### config.mk
export PLATFORM = sky130hd
export DESIGN_NAME = zigzag_scan_reorder
export DESIGN_NICKNAME = d
export VERILOG_FILES = /design/src/hw/rtl/zzs_pkg.sv /design/src/hw/rtl/zzs_ctrl.sv /design/src/hw/rtl/zzs_datapath.sv /design/src/hw/rtl/zigzag_scan_reorder.sv
export SDC_FILE = /design/constraint.sdc
export NUM_CORES = 1
export LEC_CHECK = 0
export BUFFER_PORTS_ARGS = -buffer_cell sky130_fd_sc_hd__buf_2
export CORE_ASPECT_RATIO = 0.7
export CORE_UTILIZATION = 51
export CTS_CLUSTER_DIAMETER = 60
export CTS_CLUSTER_SIZE = 16
export DETAILED_ROUTE_END_ITERATION = 8
export PLACE_DENSITY = 0.73
export SYNTH_ARGS = -nofsm -noshare
export SYNTH_HDL_FRONTEND = slang
export SYNTH_SLANG_ARGS = --single-unit
### constraint.sdc
create_clock -name clk -period 8.3 [get_ports clk]
set_clock_uncertainty 0.2 [all_clocks]
set_input_delay 1.66 -clock clk [delete_from_list [all_inputs] [get_ports clk]]
set_output_delay 1.66 -clock clk [all_outputs]
set_load 0.02 [all_outputs]
### src/hw/rtl/zzs_pkg.sv
package zzs_pkg;

    // Shape limits and word width
    localparam int MAX_ROWS   = 8;
    localparam int MAX_COLS   = 8;
    localparam int ELEM_WIDTH = 16;

    // Derived sizes
    localparam int DEPTH  = MAX_ROWS * MAX_COLS;
    localparam int ADDR_W = 6;
    localparam int CNT_W  = 7;
    localparam int CFG_W  = 3;
    localparam int DIAG_W = CFG_W + 1;
    localparam int IDX_W  = 2;

    // Configuration register indexes
    typedef enum logic [IDX_W-1:0] {
        REG_LAST_ROW = 2'd0,
        REG_LAST_COL = 2'd1
    } cfg_reg_t;

    // Controller to datapath
    typedef struct packed {
        logic load_en;    // store incoming word
        logic scan_step;  // read one entry and advance the walker
    } zzs_cmd_t;

    // Datapath to controller
    typedef struct packed {
        logic load_last;  // incoming word completes the matrix
        logic scan_last;  // walker sits on the final entry
    } zzs_status_t;

    // Saturate a last-index register at the shape limit
    function automatic logic [CFG_W-1:0] clamp_idx(input logic [CFG_W-1:0] v,
                                                   input int limit);
        logic [CFG_W-1:0] top;
        top = CFG_W'(limit - 1);
        return (v > top) ? top : v;
    endfunction

endpackage

### src/hw/rtl/zzs_ctrl.sv
module zzs_ctrl
(
    input  logic                clk,
    input  logic                rst_n,
    input  logic                element_valid,
    output logic                element_stall,
    output logic                out_valid,
    input  logic                out_stall,
    input  zzs_pkg::zzs_status_t status,
    output zzs_pkg::zzs_cmd_t    cmd
);

    typedef enum logic [1:0] {
        ST_LOAD = 2'b01,
        ST_SCAN = 2'b10
    } state_t;

    state_t state_reg;
    state_t state_next;
    logic   out_valid_reg;
    logic   out_valid_next;
    logic   in_fire;
    logic   issue;

    // Handshake decode
    assign element_stall = (state_reg != ST_LOAD);
    assign in_fire       = element_valid && !element_stall;
    // Read one entry when the output register is empty or being drained
    assign issue         = (state_reg == ST_SCAN) && (!out_valid_reg || !out_stall);

    assign cmd.load_en   = in_fire;
    assign cmd.scan_step = issue;
    assign out_valid     = out_valid_reg;

    // Next state
    always_comb
    begin
        state_next = state_reg;
        case (state_reg)
            ST_LOAD:
            begin
                if (in_fire && status.load_last)
                begin
                    state_next = ST_SCAN;
                end
            end
            ST_SCAN:
            begin
                if (issue && status.scan_last)
                begin
                    state_next = ST_LOAD;
                end
            end
            default:
            begin
                state_next = ST_LOAD;
            end
        endcase
    end

    // Output word valid
    always_comb
    begin
        out_valid_next = out_valid_reg;
        if (issue)
        begin
            out_valid_next = 1'b1;
        end
        else if (out_valid_reg && !out_stall)
        begin
            out_valid_next = 1'b0;
        end
    end

    always_ff @(posedge clk or negedge rst_n)
    begin
        if (!rst_n)
        begin
            state_reg     <= ST_LOAD;
            out_valid_reg <= 1'b0;
        end
        else
        begin
            state_reg     <= state_next;
            out_valid_reg <= out_valid_next;
        end
    end

    // Scan starts only on the word that completes the matrix
    a_scan_entry: assert property (@(posedge clk) disable iff (!rst_n)
        (state_reg == ST_SCAN) && ($past(state_reg) == ST_LOAD)
            |-> $past(in_fire && status.load_last))
        else $error("scan entered without completing word");

    // Final read hands control back to loading
    a_scan_exit: assert property (@(posedge clk) disable iff (!rst_n)
        issue && status.scan_last |=> state_reg == ST_LOAD)
        else $error("scan did not end after final entry");

    // Every read lands in the output register
    a_issue_valid: assert property (@(posedge clk) disable iff (!rst_n)
        issue |=> out_valid_reg)
        else $error("read issued but output word not valid");

endmodule

### src/hw/rtl/zzs_datapath.sv
module zzs_datapath
(
    input  logic                                  clk,
    input  logic                                  rst_n,
    input  logic                                  cfg_valid,
    output logic                                  cfg_ready,
    input  logic [zzs_pkg::IDX_W-1:0]             cfg_index,
    input  logic [zzs_pkg::CFG_W-1:0]             cfg_data,
    input  logic signed [zzs_pkg::ELEM_WIDTH-1:0] element_value,
    output logic signed [zzs_pkg::ELEM_WIDTH-1:0] out_value,
    output logic                                  end_of_scan,
    input  zzs_pkg::zzs_cmd_t                     cmd,
    output zzs_pkg::zzs_status_t                  status
);

    logic [zzs_pkg::CFG_W-1:0]      last_row_reg;
    logic [zzs_pkg::CFG_W-1:0]      last_col_reg;
    logic [zzs_pkg::CNT_W-1:0]      load_cnt_reg;
    logic [zzs_pkg::CNT_W-1:0]      load_cnt_next;
    logic [zzs_pkg::DIAG_W-1:0]     diag_reg;
    logic [zzs_pkg::DIAG_W-1:0]     diag_next;
    logic [zzs_pkg::CFG_W-1:0]      row_reg;
    logic [zzs_pkg::CFG_W-1:0]      row_next;
    logic [zzs_pkg::ELEM_WIDTH-1:0] rd_data_reg;
    logic                           eos_reg;
    logic [zzs_pkg::ELEM_WIDTH-1:0] mem [0:zzs_pkg::DEPTH-1];

    logic [zzs_pkg::CFG_W-1:0]  lr;
    logic [zzs_pkg::CFG_W-1:0]  lc;
    logic [zzs_pkg::DIAG_W-1:0] ncols;
    logic [zzs_pkg::CNT_W-1:0]  total;
    logic [zzs_pkg::CNT_W-1:0]  load_eff;
    logic [zzs_pkg::CNT_W-1:0]  load_inc;
    logic [zzs_pkg::DIAG_W-1:0] diag_last;
    logic [zzs_pkg::DIAG_W-1:0] diag_inc;
    logic [zzs_pkg::CFG_W-1:0]  rmax_cur;
    logic [zzs_pkg::CFG_W-1:0]  rmin_cur;
    logic [zzs_pkg::CFG_W-1:0]  rmax_nxt;
    logic [zzs_pkg::CFG_W-1:0]  rmin_nxt;
    logic                       diag_end;
    logic [zzs_pkg::CFG_W-1:0]  col;
    logic [zzs_pkg::CNT_W-1:0]  rd_sum;

    // Row at the bottom-left end of an anti-diagonal
    function automatic logic [zzs_pkg::CFG_W-1:0] row_max(
        input logic [zzs_pkg::DIAG_W-1:0] d,
        input logic [zzs_pkg::CFG_W-1:0]  lrow);
        return (d < {1'b0, lrow}) ? d[zzs_pkg::CFG_W-1:0] : lrow;
    endfunction

    // Row at the top-right end of an anti-diagonal
    function automatic logic [zzs_pkg::CFG_W-1:0] row_min(
        input logic [zzs_pkg::DIAG_W-1:0] d,
        input logic [zzs_pkg::CFG_W-1:0]  lcol);
        logic [zzs_pkg::DIAG_W-1:0] cmax;
        logic [zzs_pkg::DIAG_W-1:0] diff;
        cmax = (d < {1'b0, lcol}) ? d : {1'b0, lcol};
        diff = d - cmax;
        return diff[zzs_pkg::CFG_W-1:0];
    endfunction

    // Configuration registers, always ready
    assign cfg_ready = 1'b1;

    always_ff @(posedge clk or negedge rst_n)
    begin
        if (!rst_n)
        begin
            last_row_reg <= zzs_pkg::CFG_W'(zzs_pkg::MAX_ROWS - 1);
            last_col_reg <= zzs_pkg::CFG_W'(zzs_pkg::MAX_COLS - 1);
        end
        else if (cfg_valid)
        begin
            if (cfg_index == zzs_pkg::REG_LAST_ROW)
            begin
                last_row_reg <= cfg_data;
            end
            else if (cfg_index == zzs_pkg::REG_LAST_COL)
            begin
                last_col_reg <= cfg_data;
            end
        end
    end

    // Shape in force
    assign lr    = zzs_pkg::clamp_idx(last_row_reg, zzs_pkg::MAX_ROWS);
    assign lc    = zzs_pkg::clamp_idx(last_col_reg, zzs_pkg::MAX_COLS);
    assign ncols = {1'b0, lc} + 1'b1;
    assign total = (zzs_pkg::CNT_W'(lr) + 1'b1) * zzs_pkg::CNT_W'(ncols);

    // Load counter: restart if a smaller shape was set mid-load
    assign load_eff = (load_cnt_reg >= total) ? '0 : load_cnt_reg;
    assign load_inc = load_eff + 1'b1;
    assign status.load_last = (load_inc == total);

    always_comb
    begin
        load_cnt_next = load_cnt_reg;
        if (cmd.load_en)
        begin
            load_cnt_next = status.load_last ? '0 : load_inc;
        end
    end

    // Zigzag walker over anti-diagonals
    assign diag_last = {1'b0, lr} + {1'b0, lc};
    assign diag_inc  = diag_reg + 1'b1;
    assign rmax_cur  = row_max(diag_reg, lr);
    assign rmin_cur  = row_min(diag_reg, lc);
    assign rmax_nxt  = row_max(diag_inc, lr);
    assign rmin_nxt  = row_min(diag_inc, lc);
    // odd diagonals run downward, even ones upward
    assign diag_end  = diag_reg[0] ? (row_reg == rmax_cur) : (row_reg == rmin_cur);
    assign status.scan_last = diag_end && (diag_reg == diag_last);

    always_comb
    begin
        diag_next = diag_reg;
        row_next  = row_reg;
        if (cmd.scan_step)
        begin
            if (status.scan_last)
            begin
                diag_next = '0;
                row_next  = '0;
            end
            else if (diag_end)
            begin
                diag_next = diag_inc;
                row_next  = diag_inc[0] ? rmin_nxt : rmax_nxt;
            end
            else if (diag_reg[0])
            begin
                row_next = row_reg + 1'b1;
            end
            else
            begin
                row_next = row_reg - 1'b1;
            end
        end
    end

    // Read address: row * pitch + column
    assign col    = zzs_pkg::CFG_W'(diag_reg - {1'b0, row_reg});
    assign rd_sum = zzs_pkg::CNT_W'(row_reg) * zzs_pkg::CNT_W'(ncols)
                  + zzs_pkg::CNT_W'(col);

    always_ff @(posedge clk or negedge rst_n)
    begin
        if (!rst_n)
        begin
            load_cnt_reg <= '0;
            diag_reg     <= '0;
            row_reg      <= '0;
        end
        else
        begin
            load_cnt_reg <= load_cnt_next;
            diag_reg     <= diag_next;
            row_reg      <= row_next;
        end
    end

    // Element buffer, registered read feeds the output word
    always_ff @(posedge clk)
    begin
        if (cmd.load_en)
        begin
            mem[load_eff[zzs_pkg::ADDR_W-1:0]] <= element_value;
        end
        if (cmd.scan_step)
        begin
            rd_data_reg <= mem[rd_sum[zzs_pkg::ADDR_W-1:0]];
            eos_reg     <= status.scan_last;
        end
    end

    assign out_value   = rd_data_reg;
    assign end_of_scan = eos_reg;

    // Walker returns to the origin after the final entry
    a_walker_home: assert property (@(posedge clk) disable iff (!rst_n)
        cmd.scan_step && status.scan_last |=> (diag_reg == '0) && (row_reg == '0))
        else $error("walker not reset after scan");

    // Walker stays on the matrix
    a_walker_bound: assert property (@(posedge clk) disable iff (!rst_n)
        (row_reg <= lr) && (diag_reg <= diag_last) && (col <= lc))
        else $error("walker left the matrix");

    // Load counter stays inside the buffer
    a_load_bound: assert property (@(posedge clk) disable iff (!rst_n)
        load_cnt_reg < zzs_pkg::CNT_W'(zzs_pkg::DEPTH))
        else $error("load counter out of range");

endmodule

### src/hw/rtl/zigzag_scan_reorder.sv
// Channel   Direction  Handshake                      Word
// cfg       in         cfg_valid / cfg_ready          cfg_index, cfg_data
// element   in         element_valid / element_stall  element_value
// out       out        out_valid / out_stall          out_value, end_of_scan
//
// Loading stores one element per accepted handshake; the element that
// completes the matrix starts a scan that reads one entry per cycle from
// the single buffer while the output is not stalled. Input is stalled for
// the whole scan; the output register lets loading of the next matrix
// start while the final word still waits.
// Reset clears the load counter, the walker and restores last_row/last_col = 7.
// A stall on the output holds the scan; no word is dropped or repeated.
module zigzag_scan_reorder
(
    input  logic                                  clk,
    input  logic                                  rst_n,
    input  logic                                  cfg_valid,
    output logic                                  cfg_ready,
    input  logic [zzs_pkg::IDX_W-1:0]             cfg_index,
    input  logic [zzs_pkg::CFG_W-1:0]             cfg_data,
    input  logic                                  element_valid,
    output logic                                  element_stall,
    input  logic signed [zzs_pkg::ELEM_WIDTH-1:0] element_value,
    output logic                                  out_valid,
    input  logic                                  out_stall,
    output logic signed [zzs_pkg::ELEM_WIDTH-1:0] out_value,
    output logic                                  end_of_scan
);

    zzs_pkg::zzs_cmd_t    cmd;
    zzs_pkg::zzs_status_t status;

    // Sequencer
    zzs_ctrl u_ctrl
    (
        .clk           (clk),
        .rst_n         (rst_n),
        .element_valid (element_valid),
        .element_stall (element_stall),
        .out_valid     (out_valid),
        .out_stall     (out_stall),
        .status        (status),
        .cmd           (cmd)
    );

    // Buffer, counters and address walker
    zzs_datapath u_datapath
    (
        .clk           (clk),
        .rst_n         (rst_n),
        .cfg_valid     (cfg_valid),
        .cfg_ready     (cfg_ready),
        .cfg_index     (cfg_index),
        .cfg_data      (cfg_data),
        .element_value (element_value),
        .out_value     (out_value),
        .end_of_scan   (end_of_scan),
        .cmd           (cmd),
        .status        (status)
    );

endmodule

# --- Yosys cells after proc, flatten, opt, wreduce, memory -nomap -nowiden ---
# Memories as Yosys holds them, arrays and structs flattened. A register that Yosys moved wholly into a read port is not among the register bits.
# Cells that the tools add are included.
totals:
  regBits: 24
  ram_bits: 1024
  inputBits: 26
  out_inout_bits: 20
  mem_count: 1
mem_list:
  columns: ["name", "depth", "width", "read_ports", "rd_clocked_by_memory_dff", "write_ports", "line", "rtl"]
  rows:
  - ["u_datapath.mem", 64, 16, 1, 1, 1, "zzs_datapath.sv:26", "logic [zzs_pkg::ELEM_WIDTH-1:0] mem [0:zzs_pkg::DEPTH-1];"]
op_classes:
  add_sub_neg: 11
  mul: 2
  n_lt_le_gt_ge: 7
  n_eq_ne: 10
  mux: 22
  bitwise: 1
  reduce_logical: 17
ops:
  columns: ["cell", "count"]
  rows:
  - ["$mux 3", 10]
  - ["$lt 4x3->1", 4]
  - ["$mux 7", 2]
  - ["$sub 3x3->3", 3]
  - ["$add 3x1->4 const B", 2]
  - ["$mux 4", 2]
  - ["$add 7x1->7 const B", 1]
  - ["$eq 7x7->1", 1]
  - ["$ge 7x7->1", 1]
  - ["$mul 7x4->7", 1]
  - ["$add 6x3->6", 1]
  - ["$eq 3x3->1", 2]
  - ["$gt 3x3->1 const B", 2]
  - ["$logic_and 1x1->1", 6]
  - ["$mul 3x4->6", 1]
  - ["$reduce_and 2->1", 3]
  - ["$mux 1", 5]
  - ["$add 3x3->4", 1]
  - ["$add 4x1->4 const B", 1]
  - ["$eq 2x1->1 const B", 2]
  - ["$eq 4x4->1", 1]
  - ["$mux 2", 2]
  - ["$ne 2x1->1 const B", 2]
  - ["$pmux 2 s2", 1]
  - ["other kinds (10)", 13]

# --- Longest topological paths before layout ---
depth:
  ltp_word: 11
  depth_mapped: 30
  mapped_depth_nobuf: 27

# --- Hierarchy ---
# Synthesis repeated with hierarchy kept, for this count alone.
unflattened:
  cells_unflattened: 1966
  area_unflattened_um2: 42942.4
by_module_without_submodules:
  columns: ["module", "n_inst", "cells_per_inst", "area_each_um2", "seq_area_each_um2"]
  rows:
  - ["zzs_datapath", 1, 1950, 42791.0, 31768.0]
  - ["zzs_ctrl", 1, 16, 151.4, 76.3]

# --- Worst setup path before layout ---
# Ideal clock, no wire load.
synth_path:
  path_type: "reg2reg"
  startpoint: "register u_datapath.last_col_reg[1] in the netlist's numbering"
  endpoint: "register u_ctrl.state_reg[1]"
  arrival_time_ns: 5.773
  required_time_ns: 7.982
  path_slack_ns: 2.209
  path_stages_with_launch: 28
  n_path_buf: 3
  synth_period_minus_slack_ns: 6.091
  cell_sequence: "dfstp_2 > ha_1 > xor2_1 > and2_1 > fa_1 > fa_1 > inv_1 > fa_1 > nor2b_1 > o21ai_0 > nand2b_1 > xor2_1 > inv_1 > ha_1 > and4_1 > a21o_1 > buf_2 > buf_1 > nor2_1 > ha_1 > nand3_1 > or2_1 > xor2_1 > nor4b_1 > a311o_1 > and2_1 > buf_2 > a21o_1"
synth_between:
  elab_chain_len: 11
synth_lines:
  columns: ["item", "line", "rtl"]
  rows:
  - ["start: declaration", "zzs_datapath.sv:17", "logic [zzs_pkg::CFG_W-1:0] last_col_reg;"]
  - ["start signal: assignment", "zzs_datapath.sv:70", "last_col_reg <= zzs_pkg::CFG_W'(zzs_pkg::MAX_COLS - 1);"]
  - ["start signal: assignment", "zzs_datapath.sv:80", "last_col_reg <= cfg_data;"]
  - ["$gt 3x3->1", "zzs_pkg.sv:39", "return (v > top) ? top : v;"]
  - ["$mux 3 *", "zzs_pkg.sv:39", null]
  - ["$add 3x1->4 or $lt 4x3->1 (tied branches)", "zzs_datapath.sv:88, zzs_datapath.sv:57", null]
  - ["$mul 7x4->7 or $mux 3 (tied branches)", "zzs_datapath.sv:89, zzs_datapath.sv:57", null]
  - ["$ge 7x7->1 or $sub 3x3->3 (tied branches)", "zzs_datapath.sv:92, zzs_datapath.sv:58", null]
  - ["$mux 7 or $eq 3x3->1 (tied branches)", "zzs_datapath.sv:92, zzs_datapath.sv:113", null]
  - ["$add 7x1->7 or $mux 1 (tied branches)", "zzs_datapath.sv:93, zzs_datapath.sv:113", null]
  - ["$eq 7x7->1 or $logic_and 1x1->1 (tied branches)", "zzs_datapath.sv:94, zzs_datapath.sv:114", null]
  - ["$logic_and 1x1->1 (on tied branches)", "zzs_ctrl.sv:42, zzs_ctrl.sv:49", null]
  - ["$ne 2x1->1 (no source line) or $ne 2x2->1 (tied branches)", null, null]
  - ["$reduce_and 2->1 (no source line) *", null, null]
  - ["end signal: assignment", "zzs_ctrl.sv:84", "state_reg <= state_next;"]
  - ["end: declaration", "zzs_ctrl.sv:18", "state_t state_reg;"]
# Every way passes the cells marked *; elsewhere a longest branch is shown, timed or not.
# A chain may end at the register's enable or synchronous reset.

# --- Worst setup path in the final report ---
layout_path:
  startpoint: "register u_datapath.last_col_reg[0] in the netlist's numbering"
  endpoint: "register u_datapath.load_cnt_reg[4] in the netlist's numbering"
layout_between:
  elab_chain_len: 9
layout_lines:
  columns: ["item", "line", "rtl"]
  rows:
  - ["$gt 3x3->1", "zzs_pkg.sv:39", null]
  - ["$mux 3 *", "zzs_pkg.sv:39", null]
  - ["$add 3x1->4 *", "zzs_datapath.sv:88", "assign ncols = {1'b0, lc} + 1'b1;"]
  - ["$mul 7x4->7 *", "zzs_datapath.sv:89", "assign total = (zzs_pkg::CNT_W'(lr) + 1'b1) * zzs_pkg::CNT_W'(ncols);"]
  - ["$ge 7x7->1", "zzs_datapath.sv:92", "assign load_eff = (load_cnt_reg >= total) ? '0 : load_cnt_reg;"]
  - ["$mux 7", "zzs_datapath.sv:92", null]
  - ["$add 7x1->7", "zzs_datapath.sv:93", "assign load_inc = load_eff + 1'b1;"]
  - ["$eq 7x7->1", "zzs_datapath.sv:94", "assign status.load_last = (load_inc == total);"]
  - ["$mux 7 *", "zzs_datapath.sv:101", "load_cnt_next = status.load_last ? '0 : load_inc;"]
  - ["end signal: assignment", "zzs_datapath.sv:158", "load_cnt_reg <= load_cnt_next;"]
  - ["end: declaration", "zzs_datapath.sv:18", "logic [zzs_pkg::CNT_W-1:0] load_cnt_reg;"]
# Marks and branches as above.

==> qor.yml <==
crit_path_end_kind: "register"
layout.cells.non_filler: 3216
gp_congestion: 0.881
cts_sinks: 1064
die_x_um: 348
cts-root-buf: "clkbuf_16"
start_util_pct: 51.7
pin_count: 46
cp.required_ns: 8.64
synth-edff-count: 1041
tightest_slew_ns: 1.15
drt_iter0_markers: 3328
holdBufCountCts: 0
post_cts_resized: 0
synth_area_per_cell_um2: 21.8
wirelength_mm: 101
cp.arrival_ns: 7.45
synth.cell_area_mm2: 0.0428
chipHeight_um: 244
clock.fmax_mhz: 141
core_area_mm2: 0.0828
viasPerCell: 6.45
hpwl_mm: 61.1
setup_viol: 0
overflow: 0
dpl_cell_area_mm2: 0.0448
cts_buffers: 78
dieArea_mm2: 0.0852
yosys_most_used_dff: "edfxtp_1"
rsz0062_at_grt: "no"
antenna_found_initial: 5
timing.hold.ws_ns: 0.368
synthArstFlopShare_pct: 2.16
critPathKind: "reg2reg"
hold_class: "reg2reg"
period_minus_slack_ns: 7.12
insertion_delay_ns: 0.65
r2r_slack_ns: 1.18
largest_reg_flops: 1024
slew_headroom_pct: 22.8
grt_max_degree: 101
layout.nets: 2144
grt_pass1_vias: 19967
h-tree-depth: 3
status: "completed"
yosysWarnings: 0
post-route-drc-count: 0
synth_seq_area_share_pct: 74.3
ant_nets: 0
crit_path_start_kind: "register"
cts.path.max_buffers: 3
slew_violations: 0
cts_tree: "yes"
routedWlPerCell_um: 31.3
vias: 20741
yosysUniqueCellTypes: 61
fin_setup_tns_ns: 0
finalCritPeriodShare_pct: 85.7
drive_above_1_share_pct: 29.8
syn_nets: 2044
netlist_instances: 1961
critical_path.max_fanout: 14
synth_seq_cells: 1064
syn2layout_area_growth_pct: 9.60
design_area_mm2: 0.0470
io_buffers: 44
finalHoldViolations: 0
dp.cells: 3106
grt_pass1_wl_mm: 145
cts_setup_buffers: 0
clk_pin_slew_ns: 0.07
drt-pass1-iter-count: 5
fp-row-count: 88
cap_violations: 0
grt_usage_pct: 24.0
-- cells by family after synthesis --
kind of cell / synth area share, %
AO/OA/AOI/OAI: 1.62
XOR/XNOR: 0.800
adder cells (fa/ha/maj): 1.89
buffers and inverters: 1.61
flip-flops: 74.3
multiplexers: 17.4
other: 0.00875
AND/OR/NAND/NOR: 2.35
-- metal layers --
layer | vias up | GRT usage (%) | wire [µm]
li1 | 8314 | - | -
met1 | 11007 | 38.1 | 42200
met2 | 1293 | 34.4 | 44600
met3 | 123 | 5.29 | 12100
met4 | 4 | 4.79 | 1650
met5 | - | 0 | 22
-- final timing paths --
path,startpoint,end,cells past startpoint
hold reg to reg,u_ctrl.state_reg[1]$_DFFE_PN0P_,u_ctrl.out_valid$_DFFE_PN0P_,2
setup reg to reg,u_datapath.last_col_reg[0]$_DFFE_PN1P_,u_datapath.load_cnt_reg[4]$_DFFE_PN0P_,25
max in group asynchronous,rst_n,u_datapath.diag_reg[1]$_DFFE_PN0P_,1
setup / recovery,u_datapath.last_col_reg[0]$_DFFE_PN1P_,u_datapath.load_cnt_reg[4]$_DFFE_PN0P_,25
hold / removal,u_ctrl.state_reg[1]$_DFFE_PN0P_,u_ctrl.out_valid$_DFFE_PN0P_,2
min in group asynchronous,rst_n,u_datapath.load_cnt_reg[6]$_DFFE_PN0P_,1
-- area by class of cell --
| type | instances | area, µm² |
|---|---|---|
| fill | 5987 | 35800 |
| clock inverter | 13 | 148 |
| multi-input combinational | 757 | 10500 |
| tap | 1125 | 1410 |
| sequential | 1064 | 31800 |
| antenna | 1 | 2.50 |
| inverter | 35 | 131 |
| clock buffer | 96 | 2020 |
| timing repair buffer | 125 | 871 |
-- worst max-delay path, stage by stage, from the launching register on --
cell	delay, ns
dfstp_2	0.69
ha_1	0.26
xor2_1	0.22
and2_1	0.20
fa_1	0.43
fa_1	0.57
inv_1	0.07
fa_1	0.40
nor2b_1	0.11
o21ai_0	0.08
nand2b_1	0.09
xor2_1	0.34
inv_1	0.09
ha_1	0.29
and4_1	0.22
a21oi_1	0.64
and2_1	0.22
ha_1	0.27
nand3_1	0.10
or2_1	0.28
xor2_1	0.17
a21oi_1	0.16
nor3_1	0.07
a311o_1	0.33
and2_1	0.25
o41ai_2	0.22
-- stage by stage --
stage	setup WS [ns]	util [%]
detailed placement	1.29	54.1
global route	0.685	56.7
finish	1.18	56.7
global placement	1.54	54.1
CTS	1.24	56.7
floorplan	2.21	-
-- layout by cell type (no fill, tap or decap), drive strengths merged, types with 3 or more instances in the layout --
| cell type | synthesis | final |
|---|---|---|
| o211ai | 3 | 3 |
| fa | 13 | 13 |
| nand3b | 4 | 4 |
| nor2b | 21 | 21 |
| mux4 | 320 | 320 |
| o21a | 3 | 3 |
| mux2i | 20 | 20 |
| clkinv | 0 | 4 |
| or3 | 3 | 3 |
| inv | 35 | 42 |
| clkbuf | 52 | 96 |
| a21oi | 32 | 32 |
| a221oi | 3 | 3 |
| nand2b | 4 | 4 |
| buf | 53 | 125 |
| nand4b | 6 | 6 |
| nor3 | 4 | 4 |
| mux2 | 4 | 4 |
| dfrtp | 16 | 16 |
| nor2 | 107 | 107 |
| nand2 | 29 | 29 |
| nand3 | 14 | 14 |
| o21ai | 19 | 19 |
| a21o | 9 | 9 |
| nor4 | 3 | 3 |
| a31oi | 3 | 3 |
| and2 | 8 | 8 |
| a211oi | 20 | 20 |
| xor2 | 18 | 18 |
| xnor2 | 19 | 19 |
| dfstp | 7 | 7 |
| ha | 44 | 44 |
| edfxtp | 1041 | 1041 |
-- synth_stat cells, types with 8 or more instances --
| cell | n | area [µm²] |
|---|---|---|
| inv_1 | 33 | 124 |
| buf_4 | 15 | 113 |
| a21o_1 | 9 | 67.6 |
| mux2i_1 | 20 | 200 |
| a21oi_1 | 32 | 160 |
| buf_2 | 25 | 125 |
| a211oi_1 | 19 | 143 |
| nor2_1 | 107 | 402 |
| ha_1 | 44 | 551 |
| nand2_1 | 29 | 109 |
| o21ai_0 | 10 | 50.1 |
| and2_1 | 8 | 50.1 |
| dfrtp_1 | 16 | 400 |
| nor2b_1 | 21 | 131 |
| xnor2_1 | 19 | 166 |
| clkbuf_1 | 52 | 195 |
| nand3_1 | 13 | 65.1 |
| buf_6 | 10 | 113 |
| mux4_2 | 320 | 7210 |
| o21ai_1 | 9 | 45.0 |
| xor2_1 | 17 | 149 |
| fa_1 | 13 | 260 |
| edfxtp_1 | 1041 | 31300 |
Power is left out: the tool's default activity adds up to more than one toggle a clock period on the data nets, which glitch-free logic cannot reach.
